$ cat src/rtl/vactrol_slew_envelope_core_macros.svh
// ---------------------------------------------------------------------------
// Assertion macros for the vactrol slew envelope core
// Concurrent checks clocked on clk and disabled while arst_n is low.
// ---------------------------------------------------------------------------
`ifndef VACTROL_SLEW_ENVELOPE_CORE_MACROS_SVH
`define VACTROL_SLEW_ENVELOPE_CORE_MACROS_SVH

`ifndef NO_ASSERTIONS
`define VSE_ASSERT_IMP(lbl, pre, post) \
	lbl: assert property (@(posedge clk) disable iff (!arst_n) (pre) |-> (post)) \
		else $error("vse check failed");
`define VSE_ASSERT_NXT(lbl, pre, post) \
	lbl: assert property (@(posedge clk) disable iff (!arst_n) (pre) |=> (post)) \
		else $error("vse check failed");
`else
`define VSE_ASSERT_IMP(lbl, pre, post)
`define VSE_ASSERT_NXT(lbl, pre, post)
`endif

`endif

$ cat src/rtl/vse_pkg.sv
// ---------------------------------------------------------------------------
// vse_pkg
// Widths, reset values, codes and the microcode table of the envelope core.
// ---------------------------------------------------------------------------
package vse_pkg;

	localparam int FRAC_BITS   = 22;
	localparam int LVL_W       = 24;
	localparam int DIFF_W      = LVL_W + 1;
	localparam int RATE_W      = 22;
	localparam int SLEW_W      = 22;
	localparam int FLOOR_W     = 23;
	localparam int CFG_W       = 23;
	localparam int DELTA_SHIFT = 24;
	localparam int SUM_W       = LVL_W + 2;
	localparam int SQ_W        = 2 * LVL_W - FRAC_BITS;
	localparam int MUL_W       = (SQ_W + 1 > DIFF_W + 1) ? SQ_W + 1 : DIFF_W + 1;
	localparam int PROD_W      = 2 * MUL_W;

	localparam logic [SLEW_W-1:0]  SLEW_CAP    = 22'd3355443;
	localparam logic [LVL_W-1:0]   LVL_MAX     = {1'b0, {(LVL_W - 1){1'b1}}};
	localparam logic [LVL_W-1:0]   LVL_MIN     = {1'b1, {(LVL_W - 1){1'b0}}};
	localparam logic [LVL_W-1:0]   PEAK_RESET  = (FRAC_BITS >= LVL_W - 1) ? LVL_MAX :
		LVL_W'(64'd1 << FRAC_BITS);
	localparam logic [RATE_W-1:0]  RISE_RESET  = 22'd11744;
	localparam logic [RATE_W-1:0]  FALL_RESET  = 22'd5872;
	localparam logic [FLOOR_W-1:0] FLOOR_RESET = 23'd4194;

	typedef enum logic [1:0] {
		MODE_SUSTAIN   = 2'd0,
		MODE_TRANSIENT = 2'd1,
		MODE_CYCLE     = 2'd2
	} mode_t;

	typedef enum logic [1:0] {
		REG_MODE  = 2'd0,
		REG_RISE  = 2'd1,
		REG_FALL  = 2'd2,
		REG_FLOOR = 2'd3
	} reg_idx_t;

	typedef enum logic [0:0] {
		OP_TICK = 1'b0,
		OP_SET  = 1'b1
	} op_t;

	typedef enum logic [1:0] {
		MUL_NONE   = 2'd0,
		MUL_SQUARE = 2'd1,
		MUL_SCALE  = 2'd2,
		MUL_DELTA  = 2'd3
	} mul_sel_t;

	typedef enum logic [1:0] {
		HOLD_NONE = 2'd0,
		HOLD_BEAT = 2'd1,
		HOLD_OUT  = 2'd2
	} hold_t;

	typedef enum logic [1:0] {
		COND_NEVER  = 2'd0,
		COND_ALWAYS = 2'd1,
		COND_SHORT  = 2'd2
	} cond_t;

	typedef enum logic [2:0] {
		ST_FETCH  = 3'd0,
		ST_SCALE  = 3'd1,
		ST_SLEW   = 3'd2,
		ST_DELTA  = 3'd3,
		ST_UPDATE = 3'd4,
		ST_OUT    = 3'd5
	} step_t;

	typedef struct packed {
		logic     decide;
		mul_sel_t mul_sel;
		logic     ld_slew;
		logic     ld_level;
		logic     ld_out;
		hold_t    hold;
		cond_t    cond;
		step_t    jump_to;
		step_t    next_to;
	} uop_t;

	typedef struct packed {
		logic     ready;
		logic     decide_en;
		mul_sel_t mul_sel;
		logic     ld_slew;
		logic     ld_level;
		logic     ld_out;
	} ctrl_t;

	typedef struct packed {
		logic beat_valid;
		logic short_path;
		logic out_busy;
	} status_t;

	// A beat is decoded in the fetch step; set beats and snaps skip the arithmetic.
	function automatic uop_t ucode(input step_t step);
		uop_t w;
		unique case (step)
			ST_FETCH: begin
				w = '{decide: 1'b1, mul_sel: MUL_SQUARE, ld_slew: 1'b0, ld_level: 1'b0,
					ld_out: 1'b0, hold: HOLD_BEAT, cond: COND_SHORT, jump_to: ST_OUT,
					next_to: ST_SCALE};
			end
			ST_SCALE: begin
				w = '{decide: 1'b0, mul_sel: MUL_SCALE, ld_slew: 1'b0, ld_level: 1'b0,
					ld_out: 1'b0, hold: HOLD_NONE, cond: COND_NEVER, jump_to: ST_FETCH,
					next_to: ST_SLEW};
			end
			ST_SLEW: begin
				w = '{decide: 1'b0, mul_sel: MUL_NONE, ld_slew: 1'b1, ld_level: 1'b0,
					ld_out: 1'b0, hold: HOLD_NONE, cond: COND_NEVER, jump_to: ST_FETCH,
					next_to: ST_DELTA};
			end
			ST_DELTA: begin
				w = '{decide: 1'b0, mul_sel: MUL_DELTA, ld_slew: 1'b0, ld_level: 1'b0,
					ld_out: 1'b0, hold: HOLD_NONE, cond: COND_NEVER, jump_to: ST_FETCH,
					next_to: ST_UPDATE};
			end
			ST_UPDATE: begin
				w = '{decide: 1'b0, mul_sel: MUL_NONE, ld_slew: 1'b0, ld_level: 1'b1,
					ld_out: 1'b1, hold: HOLD_OUT, cond: COND_ALWAYS, jump_to: ST_FETCH,
					next_to: ST_FETCH};
			end
			ST_OUT: begin
				w = '{decide: 1'b0, mul_sel: MUL_NONE, ld_slew: 1'b0, ld_level: 1'b0,
					ld_out: 1'b1, hold: HOLD_OUT, cond: COND_ALWAYS, jump_to: ST_FETCH,
					next_to: ST_FETCH};
			end
			default: begin
				w = '{decide: 1'b0, mul_sel: MUL_NONE, ld_slew: 1'b0, ld_level: 1'b0,
					ld_out: 1'b0, hold: HOLD_NONE, cond: COND_ALWAYS, jump_to: ST_FETCH,
					next_to: ST_FETCH};
			end
		endcase
		return w;
	endfunction

endpackage

$ cat src/rtl/vse_seq.sv
// ---------------------------------------------------------------------------
// vse_seq
// Step counter and microcode table: one control word per step, with stalls
// and a conditional jump for the short path.
// ---------------------------------------------------------------------------
`include "vactrol_slew_envelope_core_macros.svh"

module vse_seq (
	input  logic             clk,
	input  logic             arst_n,
	input  vse_pkg::status_t status,
	output vse_pkg::ctrl_t   ctrl
);

	vse_pkg::step_t step_q;
	vse_pkg::step_t step_d;
	vse_pkg::uop_t  uop;
	logic           hold;
	logic           take;

	assign uop  = vse_pkg::ucode(step_q);
	assign hold = ((uop.hold == vse_pkg::HOLD_BEAT) && !status.beat_valid) ||
		((uop.hold == vse_pkg::HOLD_OUT) && status.out_busy);
	assign take = (uop.cond == vse_pkg::COND_ALWAYS) ||
		((uop.cond == vse_pkg::COND_SHORT) && status.short_path);

	always_comb begin
		if (hold) begin
			step_d = step_q;
		end else if (take) begin
			step_d = uop.jump_to;
		end else begin
			step_d = uop.next_to;
		end
	end

	always_comb begin
		ctrl.ready     = uop.decide;
		ctrl.decide_en = uop.decide && !hold;
		ctrl.mul_sel   = hold ? vse_pkg::MUL_NONE : uop.mul_sel;
		ctrl.ld_slew   = uop.ld_slew && !hold;
		ctrl.ld_level  = uop.ld_level && !hold;
		ctrl.ld_out    = uop.ld_out && !hold;
	end

	always_ff @(posedge clk or negedge arst_n) begin
		if (!arst_n) begin
			step_q <= vse_pkg::ST_FETCH;
		end else begin
			step_q <= step_d;
		end
	end

	`VSE_ASSERT_NXT(a_tick_to_scale, ctrl.decide_en && !status.short_path, step_q == vse_pkg::ST_SCALE)
	`VSE_ASSERT_NXT(a_short_to_out, ctrl.decide_en && status.short_path, step_q == vse_pkg::ST_OUT)
	`VSE_ASSERT_NXT(a_stall_holds, (step_q == vse_pkg::ST_UPDATE || step_q == vse_pkg::ST_OUT) && status.out_busy, $stable(step_q))

endmodule

$ cat src/rtl/vse_dp.sv
// ---------------------------------------------------------------------------
// vse_dp
// Datapath: configuration registers, envelope state, the arrival decision,
// one shared multiplier with its product register, and the output register.
// ---------------------------------------------------------------------------
`include "vactrol_slew_envelope_core_macros.svh"

module vse_dp (
	input  logic                              clk,
	input  logic                              arst_n,
	input  logic                              cfg_we,
	input  logic [1:0]                        cfg_index,
	input  logic [vse_pkg::CFG_W-1:0]         cfg_data,
	input  logic                              in_valid,
	input  logic                              in_op,
	input  logic [vse_pkg::LVL_W-1:0]         in_dest,
	input  logic                              out_ready,
	output logic                              out_valid,
	output logic [vse_pkg::LVL_W-1:0]         out_level,
	input  vse_pkg::ctrl_t                    ctrl,
	output vse_pkg::status_t                  status
);

	vse_pkg::mode_t                        mode_q;
	logic        [vse_pkg::RATE_W-1:0]     rise_q;
	logic        [vse_pkg::RATE_W-1:0]     fall_q;
	logic        [vse_pkg::FLOOR_W-1:0]    floor_q;
	logic signed [vse_pkg::LVL_W-1:0]      level_q;
	logic signed [vse_pkg::LVL_W-1:0]      target_q;
	logic signed [vse_pkg::LVL_W-1:0]      peak_q;
	logic signed [vse_pkg::DIFF_W-1:0]     diff_q;
	logic        [vse_pkg::RATE_W-1:0]     rate_q;
	logic        [vse_pkg::SLEW_W-1:0]     slew_q;
	logic signed [vse_pkg::PROD_W-1:0]     prod_q;
	logic                                  out_valid_q;
	logic        [vse_pkg::LVL_W-1:0]      out_data_q;

	logic signed [vse_pkg::DIFF_W-1:0]     diff;
	logic signed [vse_pkg::DIFF_W-1:0]     floor_s;
	logic                                  dest_above;
	logic                                  short_path;
	logic                                  snap;
	logic                                  use_rise;
	logic signed [vse_pkg::LVL_W-1:0]      target_d;
	logic        [vse_pkg::LVL_W-1:0]      mag;
	logic signed [vse_pkg::MUL_W-1:0]      mul_a;
	logic signed [vse_pkg::MUL_W-1:0]      mul_b;
	logic signed [vse_pkg::PROD_W-1:0]     prod_d;
	logic        [vse_pkg::PROD_W-1:0]     scaled;
	logic        [vse_pkg::PROD_W-1:0]     slew_sum;
	logic        [vse_pkg::SLEW_W-1:0]     slew_d;
	logic signed [vse_pkg::SUM_W-1:0]      delta;
	logic signed [vse_pkg::SUM_W-1:0]      lvl_sum;
	logic signed [vse_pkg::LVL_W-1:0]      new_level;

	assign diff       = vse_pkg::DIFF_W'(target_q) - vse_pkg::DIFF_W'(level_q);
	assign floor_s    = signed'(vse_pkg::DIFF_W'(floor_q));
	assign dest_above = signed'(in_dest) > signed'(vse_pkg::LVL_W'(floor_q));

	always_comb begin
		short_path = 1'b0;
		snap       = 1'b0;
		use_rise   = 1'b0;
		target_d   = target_q;
		if (in_op == vse_pkg::OP_SET) begin
			short_path = 1'b1;
		end else if (diff > 0) begin
			if (diff < floor_s) begin
				if (mode_q != vse_pkg::MODE_SUSTAIN) begin
					target_d = '0;
				end else begin
					snap       = 1'b1;
					short_path = 1'b1;
				end
			end else begin
				use_rise = 1'b1;
			end
		end else if (diff > -floor_s) begin
			if (mode_q == vse_pkg::MODE_CYCLE) begin
				if (target_q == peak_q) begin
					target_d = '0;
				end else begin
					target_d = peak_q;
					use_rise = 1'b1;
				end
			end else begin
				snap       = 1'b1;
				short_path = 1'b1;
			end
		end
	end

	assign mag = level_q[vse_pkg::LVL_W-1] ? (~level_q + 1'b1) : level_q;

	always_comb begin
		case (ctrl.mul_sel)
			vse_pkg::MUL_SQUARE: begin
				mul_a = vse_pkg::MUL_W'(mag);
				mul_b = vse_pkg::MUL_W'(mag);
			end
			vse_pkg::MUL_SCALE: begin
				mul_a = vse_pkg::MUL_W'(rate_q);
				mul_b = vse_pkg::MUL_W'(prod_q[vse_pkg::FRAC_BITS +: vse_pkg::SQ_W]);
			end
			vse_pkg::MUL_DELTA: begin
				mul_a = vse_pkg::MUL_W'(slew_q);
				mul_b = vse_pkg::MUL_W'(diff_q);
			end
			default: begin
				mul_a = '0;
				mul_b = '0;
			end
		endcase
	end

	assign prod_d = mul_a * mul_b;

	assign scaled   = unsigned'(prod_q) >> (vse_pkg::FRAC_BITS - 1);
	assign slew_sum = scaled + vse_pkg::PROD_W'(rate_q);
	assign slew_d   = (slew_sum > vse_pkg::PROD_W'(vse_pkg::SLEW_CAP)) ? vse_pkg::SLEW_CAP :
		slew_sum[vse_pkg::SLEW_W-1:0];

	assign delta   = prod_q[vse_pkg::DELTA_SHIFT +: vse_pkg::SUM_W];
	assign lvl_sum = vse_pkg::SUM_W'(level_q) + delta;

	always_comb begin
		if (lvl_sum > signed'(vse_pkg::SUM_W'(signed'(vse_pkg::LVL_MAX)))) begin
			new_level = vse_pkg::LVL_MAX;
		end else if (lvl_sum < signed'(vse_pkg::SUM_W'(signed'(vse_pkg::LVL_MIN)))) begin
			new_level = vse_pkg::LVL_MIN;
		end else begin
			new_level = lvl_sum[vse_pkg::LVL_W-1:0];
		end
	end

	always_ff @(posedge clk or negedge arst_n) begin
		if (!arst_n) begin
			mode_q  <= vse_pkg::MODE_SUSTAIN;
			rise_q  <= vse_pkg::RISE_RESET;
			fall_q  <= vse_pkg::FALL_RESET;
			floor_q <= vse_pkg::FLOOR_RESET;
		end else if (cfg_we) begin
			unique case (vse_pkg::reg_idx_t'(cfg_index))
				vse_pkg::REG_MODE:  mode_q  <= vse_pkg::mode_t'(cfg_data[1:0]);
				vse_pkg::REG_RISE:  rise_q  <= cfg_data[vse_pkg::RATE_W-1:0];
				vse_pkg::REG_FALL:  fall_q  <= cfg_data[vse_pkg::RATE_W-1:0];
				vse_pkg::REG_FLOOR: floor_q <= cfg_data[vse_pkg::FLOOR_W-1:0];
				default: begin
				end
			endcase
		end
	end

	always_ff @(posedge clk or negedge arst_n) begin
		if (!arst_n) begin
			level_q  <= '0;
			target_q <= '0;
			peak_q   <= vse_pkg::PEAK_RESET;
		end else if (ctrl.decide_en) begin
			if (in_op == vse_pkg::OP_SET) begin
				target_q <= in_dest;
				if (dest_above) begin
					peak_q <= in_dest;
				end
			end else if (snap) begin
				level_q <= target_q;
			end else begin
				target_q <= target_d;
			end
		end else if (ctrl.ld_level) begin
			level_q <= new_level;
		end
	end

	always_ff @(posedge clk) begin
		if (ctrl.decide_en) begin
			diff_q <= diff;
			rate_q <= use_rise ? rise_q : fall_q;
		end
		if (ctrl.mul_sel != vse_pkg::MUL_NONE) begin
			prod_q <= prod_d;
		end
		if (ctrl.ld_slew) begin
			slew_q <= slew_d;
		end
		if (ctrl.ld_out) begin
			out_data_q <= ctrl.ld_level ? new_level : level_q;
		end
	end

	always_ff @(posedge clk or negedge arst_n) begin
		if (!arst_n) begin
			out_valid_q <= 1'b0;
		end else if (ctrl.ld_out) begin
			out_valid_q <= 1'b1;
		end else if (out_ready) begin
			out_valid_q <= 1'b0;
		end
	end

	assign out_valid         = out_valid_q;
	assign out_level         = out_data_q;
	assign status.beat_valid = in_valid;
	assign status.short_path = short_path;
	assign status.out_busy   = out_valid_q && !out_ready;

	`VSE_ASSERT_IMP(a_out_slot_free, ctrl.ld_out, !status.out_busy)

endmodule

$ cat src/rtl/vactrol_slew_envelope_core.sv
// A tick steps through fetch, scale, slew, delta, update; set beats and snaps skip to out.
// One beat is in flight at a time: the next beat is taken only back in the fetch step.
// The shared multiplier is used three times per tick, in dependent steps.
// A finished result waits in the output register while the next beat is taken.
// Reset is asynchronous and active low and restores config, envelope state and out_valid.
// ---------------------------------------------------------------------------
// vactrol_slew_envelope_core
// Vactrol-like slew envelope: a microcoded sequencer driving a shared datapath.
// ---------------------------------------------------------------------------
module vactrol_slew_envelope_core (
	input  logic                      clk,
	input  logic                      arst_n,
	input  logic                      cfg_we,
	input  logic [1:0]                cfg_index,
	input  logic [vse_pkg::CFG_W-1:0] cfg_data,
	input  logic                      s_tvalid,
	output logic                      s_tready,
	input  logic [23:0]               s_tdata,  // dest_value[23:0]
	input  logic [0:0]                s_tuser,  // operation[0]
	output logic                      m_tvalid,
	input  logic                      m_tready,
	output logic [23:0]               m_tdata   // level[23:0]
);

	vse_pkg::ctrl_t   ctrl;
	vse_pkg::status_t status;

	vse_seq u_seq (
		.clk    (clk),
		.arst_n (arst_n),
		.status (status),
		.ctrl   (ctrl)
	);

	vse_dp u_dp (
		.clk       (clk),
		.arst_n    (arst_n),
		.cfg_we    (cfg_we),
		.cfg_index (cfg_index),
		.cfg_data  (cfg_data),
		.in_valid  (s_tvalid),
		.in_op     (s_tuser[0]),
		.in_dest   (s_tdata),
		.out_ready (m_tready),
		.out_valid (m_tvalid),
		.out_level (m_tdata),
		.ctrl      (ctrl),
		.status    (status)
	);

	assign s_tready = ctrl.ready;

endmodule

$ cat config.mk
export PLATFORM = sky130hd
export DESIGN_NAME = vactrol_slew_envelope_core
export DESIGN_NICKNAME = d
export VERILOG_FILES = /design/src/rtl/vse_pkg.sv /design/src/rtl/vse_seq.sv /design/src/rtl/vse_dp.sv /design/src/rtl/vactrol_slew_envelope_core.sv
export VERILOG_INCLUDE_DIRS = /design/src /design/src/rtl
export SDC_FILE = /design/constraint.sdc
export NUM_CORES = 2
export LEC_CHECK = 0
export BUFFER_PORTS_ARGS = -buffer_cell sky130_fd_sc_hd__buf_2
export CAP_MARGIN = 20
export CORE_ASPECT_RATIO = 0.6
export CORE_UTILIZATION = 66
export CTS_BUF_LIST = sky130_fd_sc_hd__clkbuf_16
export CTS_CLUSTER_DIAMETER = 50
export DETAILED_ROUTE_END_ITERATION = 8
export PLACE_DENSITY = 0.86
export SYNTH_ARGS = -nofsm -noshare
export SYNTH_HDL_FRONTEND = slang
export SYNTH_HIERARCHICAL = 1
export SYNTH_SLANG_ARGS = --single-unit
$ cat constraint.sdc
create_clock -name clk -period 10.34 [get_ports clk]
set_clock_uncertainty 0.1 [all_clocks]
set_input_delay 1.034 -clock clk [delete_from_list [all_inputs] [get_ports clk]]
set_output_delay 1.034 -clock clk [all_outputs]
set_load 0.005 [all_outputs]
# After elaboration in Yosys (flattened, before gate mapping)
# Cells that the tools add are included.
# word_totals
wordCells	113
regBits	292
output_inout_bits	26
# classes
n_bitwise	1
addsub	5
n_reduce_logical	27
mux	36
magnitude_cmp	7
mul	1
eq_ne	22
# ops
operator	n
two-way mux 24 bit	15
case mux 16 bit (6 select lines)	1
case mux 27 bit (3 select lines)	1
case mux 24 bit (3 select lines)	1
> comparator 54 x 22 -> 1 bit, second input constant	1
multiplier 25 x 27 -> 52 bit	1
adder 33 x 22 -> 34 bit	1
adder 24 x 26 -> 26 bit	1
> comparator 26 x 24 -> 1 bit, second input constant	1
< comparator 26 x 24 -> 1 bit, second input constant	1
> comparator 25 x 1 -> 1 bit, second input constant	1
> comparator 25 bit	1
< comparator 25 x 24 -> 1 bit	1
negator 23 -> 25 bit	1
subtractor 24 x 24 -> 25 bit	1
adder 24 x 1 -> 24 bit, second input constant	1
== test 24 bit	1
> comparator 24 bit	1
NOT 24 bit	1
two-way mux 22 bit	1
two-way mux 1 bit	15
== test 2 bit, second input constant	7
AND reduction 2 bit	5
== test 2 x 1 -> 1 bit, second input constant	4
17 further kinds	34

# Longest topological paths before layout
# depth
word_depth	9
mapped_depth	37
mapped_depth_nobuf	35

# Hierarchy
# The synthesis kept the hierarchy.
# by_module_without_submodules
mod	seq_area_each_um2	instances	cells_per_inst	area_per_inst_um2
vse_dp	7300.8	1	4293	40779.1
vse_seq	75.1	1	25	215.2

# Least setup slack after synthesis
# Ideal clock, no wire load.
# synth_timing
kind	input -> register
startpoint	input port s_tvalid
endpoint	register u_dp/prod_q[50] (netlist bit), data pin
t_arrival_ns	9.509
setup_time_ns	0.261
cell_stages	32
path_slack_ns	0.470
path_cell_list	buf_4 > or3b_1 > a21oi_1 > clkbuf_1 > clkbuf_1 > clkbuf_1 > clkbuf_1 > a22o_1 > clkbuf_1 > nand2_1 > fa_1 > inv_1 > fa_1 > inv_1 > fa_1 > fa_1 > fa_1 > inv_1 > fa_1 > fa_1 > ha_1 > and4_1 > and3_1 > a211oi_1 > a31oi_1 > o21bai_1 > o21ai_0 > a21oi_1 > o31ai_1 > a21oi_1 > nor3b_1 > a311o_1
# synth_lines
element	line_no	text
from (decl)	vactrol_slew_envelope_core.sv:16	input logic s_tvalid,
to (signal assigned)	vse_dp.sv:181	prod_q <= prod_d;
to (decl)	vse_dp.sv:34	logic signed [vse_pkg::PROD_W-1:0] prod_q;

# Worst setup path in the final report
# layout_timing
startpoint	register u_dp/level_q[3] (netlist bit)
endpoint	register u_dp/prod_q[46] (netlist bit), data pin
# layout_between
elab_chain_len	5
word_cells_on_any_way	6
cone_classes	add/sub: 1; mul: 1; mux: 3; bitwise: 1
# layout_lines
element	line_no	text
from (decl)	vse_dp.sv:28	logic signed [vse_pkg::LVL_W-1:0] level_q;
from (signal assigned)	vse_dp.sv:166	level_q <= target_q;
from (signal assigned)	vse_dp.sv:171	level_q <= new_level;
NOT 24 bit	vse_dp.sv:93	assign mag = level_q[vse_pkg::LVL_W-1] ? (~level_q + 1'b1) : level_q;
adder 24 x 1 -> 24 bit	vse_dp.sv:93	
two-way mux 24 bit (*)	vse_dp.sv:93	
case mux 24 bit (3 select lines) / case mux 27 bit (3 select lines) (equally long branches)	vse_dp.sv:96	case (ctrl.mul_sel)
multiplier 25 x 27 -> 52 bit (*)	vse_dp.sv:116	assign prod_d = mul_a * mul_b;
via u_dp.prod_d, one bit	vse_dp.sv:48	logic signed [vse_pkg::PROD_W-1:0] prod_d;
# Mark *: on every way through the listed nets, which the timed path passes. The rest lies on a longest branch.
# A chain may end at the register's enable or synchronous reset.

==> reports/summary.txt <==
Final setup viols - 0
Total setup buffers inserted after CTS - 0
Predominant post-synthesis flop cell - dfrtp_1
Fin crit share - 0.968
Final core utilization - 0.719
Clk sink count - 269
Drt first pass iters - 8
Core box area - 61,100 sq um
Die span in y - 195 microns
Slew at the pin closest to its max-slew limit - 1090 ps
Clk buf depth - 3
Largest net degree at the start of global routing - 78
Grt total ovfl - 0
All-Layer GR Usage - 0.461
Nets - 5,447
Syn Area/Cell - 9.49 sq um
Post-synth ARST share - 0.539
Most frequent cells in the layout - inv_1 (813), fa_1 (679), nand2_1 (461)
WL/cell - 26.8 microns
Commonest non-fill, non-tap cell in the layout - inv_1
Post-synthesis cell area - 41,000 sq um
R2r setup slk - 330 ps
Crit Path Category - flop to flop
Via Count - 33,700
Initial antenna violation count - 8
Register area share after synthesis - 0.180
Synth-to-Final Area Change - 7.22%
Initial Util - 0.671
Area leader, netlist - fa_1
CP max-delay cell - fa_1
Post-DR vias/cell - 6.39
Vias in the first global route - 33,800
Final wirelength - 141,000 microns
Worst-Skew Late Latency - 570 ps
CP endpoint kind - flop
Yosys top cell area share - 0.332
RePlAce Congestion - 1.13
MaxCap Viol Count - 0
DR DRC count - 0
Initial drt markers - 5,058
Post-CTS Hold Fix Bufs - 0
Min-Delay Path Class - input port to asynchronous set/reset pin
Die X - 324 microns
RSZ-0062 raised after global routing - no
# rows - 70
Setup_tns - 0 ps
Final critical-path required period - 10,010 ps
Largest cells by area after synthesis - fa_1 (33%), edfxtp_1 (9.1%), ha_1 (8.7%), dfrtp_1 (7.7%), inv_1 (7.4%)
Num ports - 81
HPWL after DPL - 117,000 microns
Yosys warnings - 6
Req. time, crit path - 10,530 ps
PortBufs - 80
Seq cells post-synth - 269
Count of final hold-check violations - 0
Type of origin of the critical path - flop
Die ar. - 63,100 sq um
Max_slew headroom - 0.267
EDFF count, synth - 124
Synth unique cells - 84
Routed Antenna Nets - 0
CTS HTree Levels - 1
Share of cells above drive strength 1 - 0.115
Post-CTS sizing - 0
CP Data Arrival Time - 10,200 ps
Root Driver - clkbuf_16
CTS tree - built
Clk slew on worst S/H paths - 70 ps
Global-route wire length before repair - 212,000 microns
Critical path's most frequent cell - fa_1
Slew Limit Fails - 0
Max Clock Freq - 99.9 MHz
Max stage delay on crit path - 670 ps
Cts bufs inserted - 24
Synth Instances - 4,318
Status - complete, no violations
Peak fanout along the critical path - 10
state kept, by name, indices dropped and copies added, names as in the netlist:
name	count
u_dp/rate_q	22
u_dp/peak_q	24
u_dp/level_q	24
u_dp/prod_q	31
u_dp/diff_q	25
u_dp/out_level	24
u_dp/target_q	24
u_seq/step_q	3
u_dp/fall_q	22
u_dp/mode_q	2
u_dp/out_valid	1
u_dp/rise_q	22
u_dp/slew_q	22
u_dp/floor_q	23
synth_stat cells (7+ instances only):
master	n
nand2b_1	38
and3_1	21
a21oi_1	185
clkbuf_1	135
a21o_1	108
o211ai_2	8
fa_1	679
nor2b_1	27
inv_1	808
xnor2_1	119
nand2_1	461
a211oi_1	12
dfrtp_1	126
o21a_1	23
a22oi_1	23
nor2_1	368
dfstp_2	19
a31oi_1	17
o21ai_0	71
o21bai_1	20
edfxtp_1	124
o311a_1	15
nor4_1	20
and4_1	7
nor3_1	54
nand4_1	39
mux2_1	8
mux2_2	159
ha_1	286
a22o_1	20
or2_2	16
buf_2	9
and2_1	19
mux2i_1	15
o31ai_1	14
nand3_1	29
o311ai_1	10
o211ai_1	35
xor2_1	42
buf_1	15
worst max-delay path, delay by kind of cell, from the launching register on:
kind	cells	cell delay [ps]
buffers and inverters	7	930
AND/OR/NAND/NOR	8	1730
adder cells (fa/ha/maj)	8	4090
AO/OA/AOI/OAI	7	2050
flip-flops	1	430
XOR/XNOR	2	400
metal layers:
layer / track usage / routed length (microns) / vias to the layer above
met5: 0 / 44 / -
met2: 0.582 / 52500 / 2742
met4: 0.102 / 4070 / 6
met3: 0.268 / 29100 / 384
li1: - / - / 14100
met1: 0.674 / 55800 / 16500
per-stage QoR:
step           setup WS [ps]  cells  instance area (sq um)  hold WS, ps
4_1_cts                 82.2   5267                  43800          409
3_5_place_dp             120   5223                  43000          393
3_3_place_gp             264   5221                  43000          381
5_1_grt                 46.2   5273                  43900          425
2_1_floorplan            470   4336                  41100          374
6_report                 331   5278                  44000          410
cell type report:
cell class	count	area [sq um]
multi-input cells	3088	30000
fillers	4634	17200
flip-flops and latches	269	7380
inverters	808	3030
repair buffers	236	1680
well taps	828	1040
clock buffers	27	676
clock inverters	17	109
diodes	5	12.5
path summary, 6_finish.rpt:
kind | start | end | cells past startpoint
worst max-delay path | u_dp/level_q[3] | u_dp/prod_q[46] | 32
max in group asynchronous | arst_n | u_dp/out_valid | 2
min in group clk | u_dp/rise_q[4] | u_dp/rise_q[4] | 1
worst min-delay path | arst_n | u_dp/fall_q[11] | 1
worst min register to register | u_dp/rise_q[4] | u_dp/rise_q[4] | 1
worst max register to register | u_dp/level_q[3] | u_dp/prod_q[46] | 32
logic make-up (layout without fill, tap and decap cells):
group	after synthesis	in the layout	share of synthesized area
muxes	182	182	0.0495
buffers and inverters	979	1088	0.0917
and+or+nand+nor	1134	1134	0.122
DFF	269	269	0.180
xor gates and xnor gates	161	161	0.0344
other	2	25	0.000183
AOI/OAI and AO/OA	626	626	0.103
adders and majority gates	965	965	0.419
Power is not shown: default switching activity piles up to over one toggle a cycle in this logic, so the estimate is an artifact.
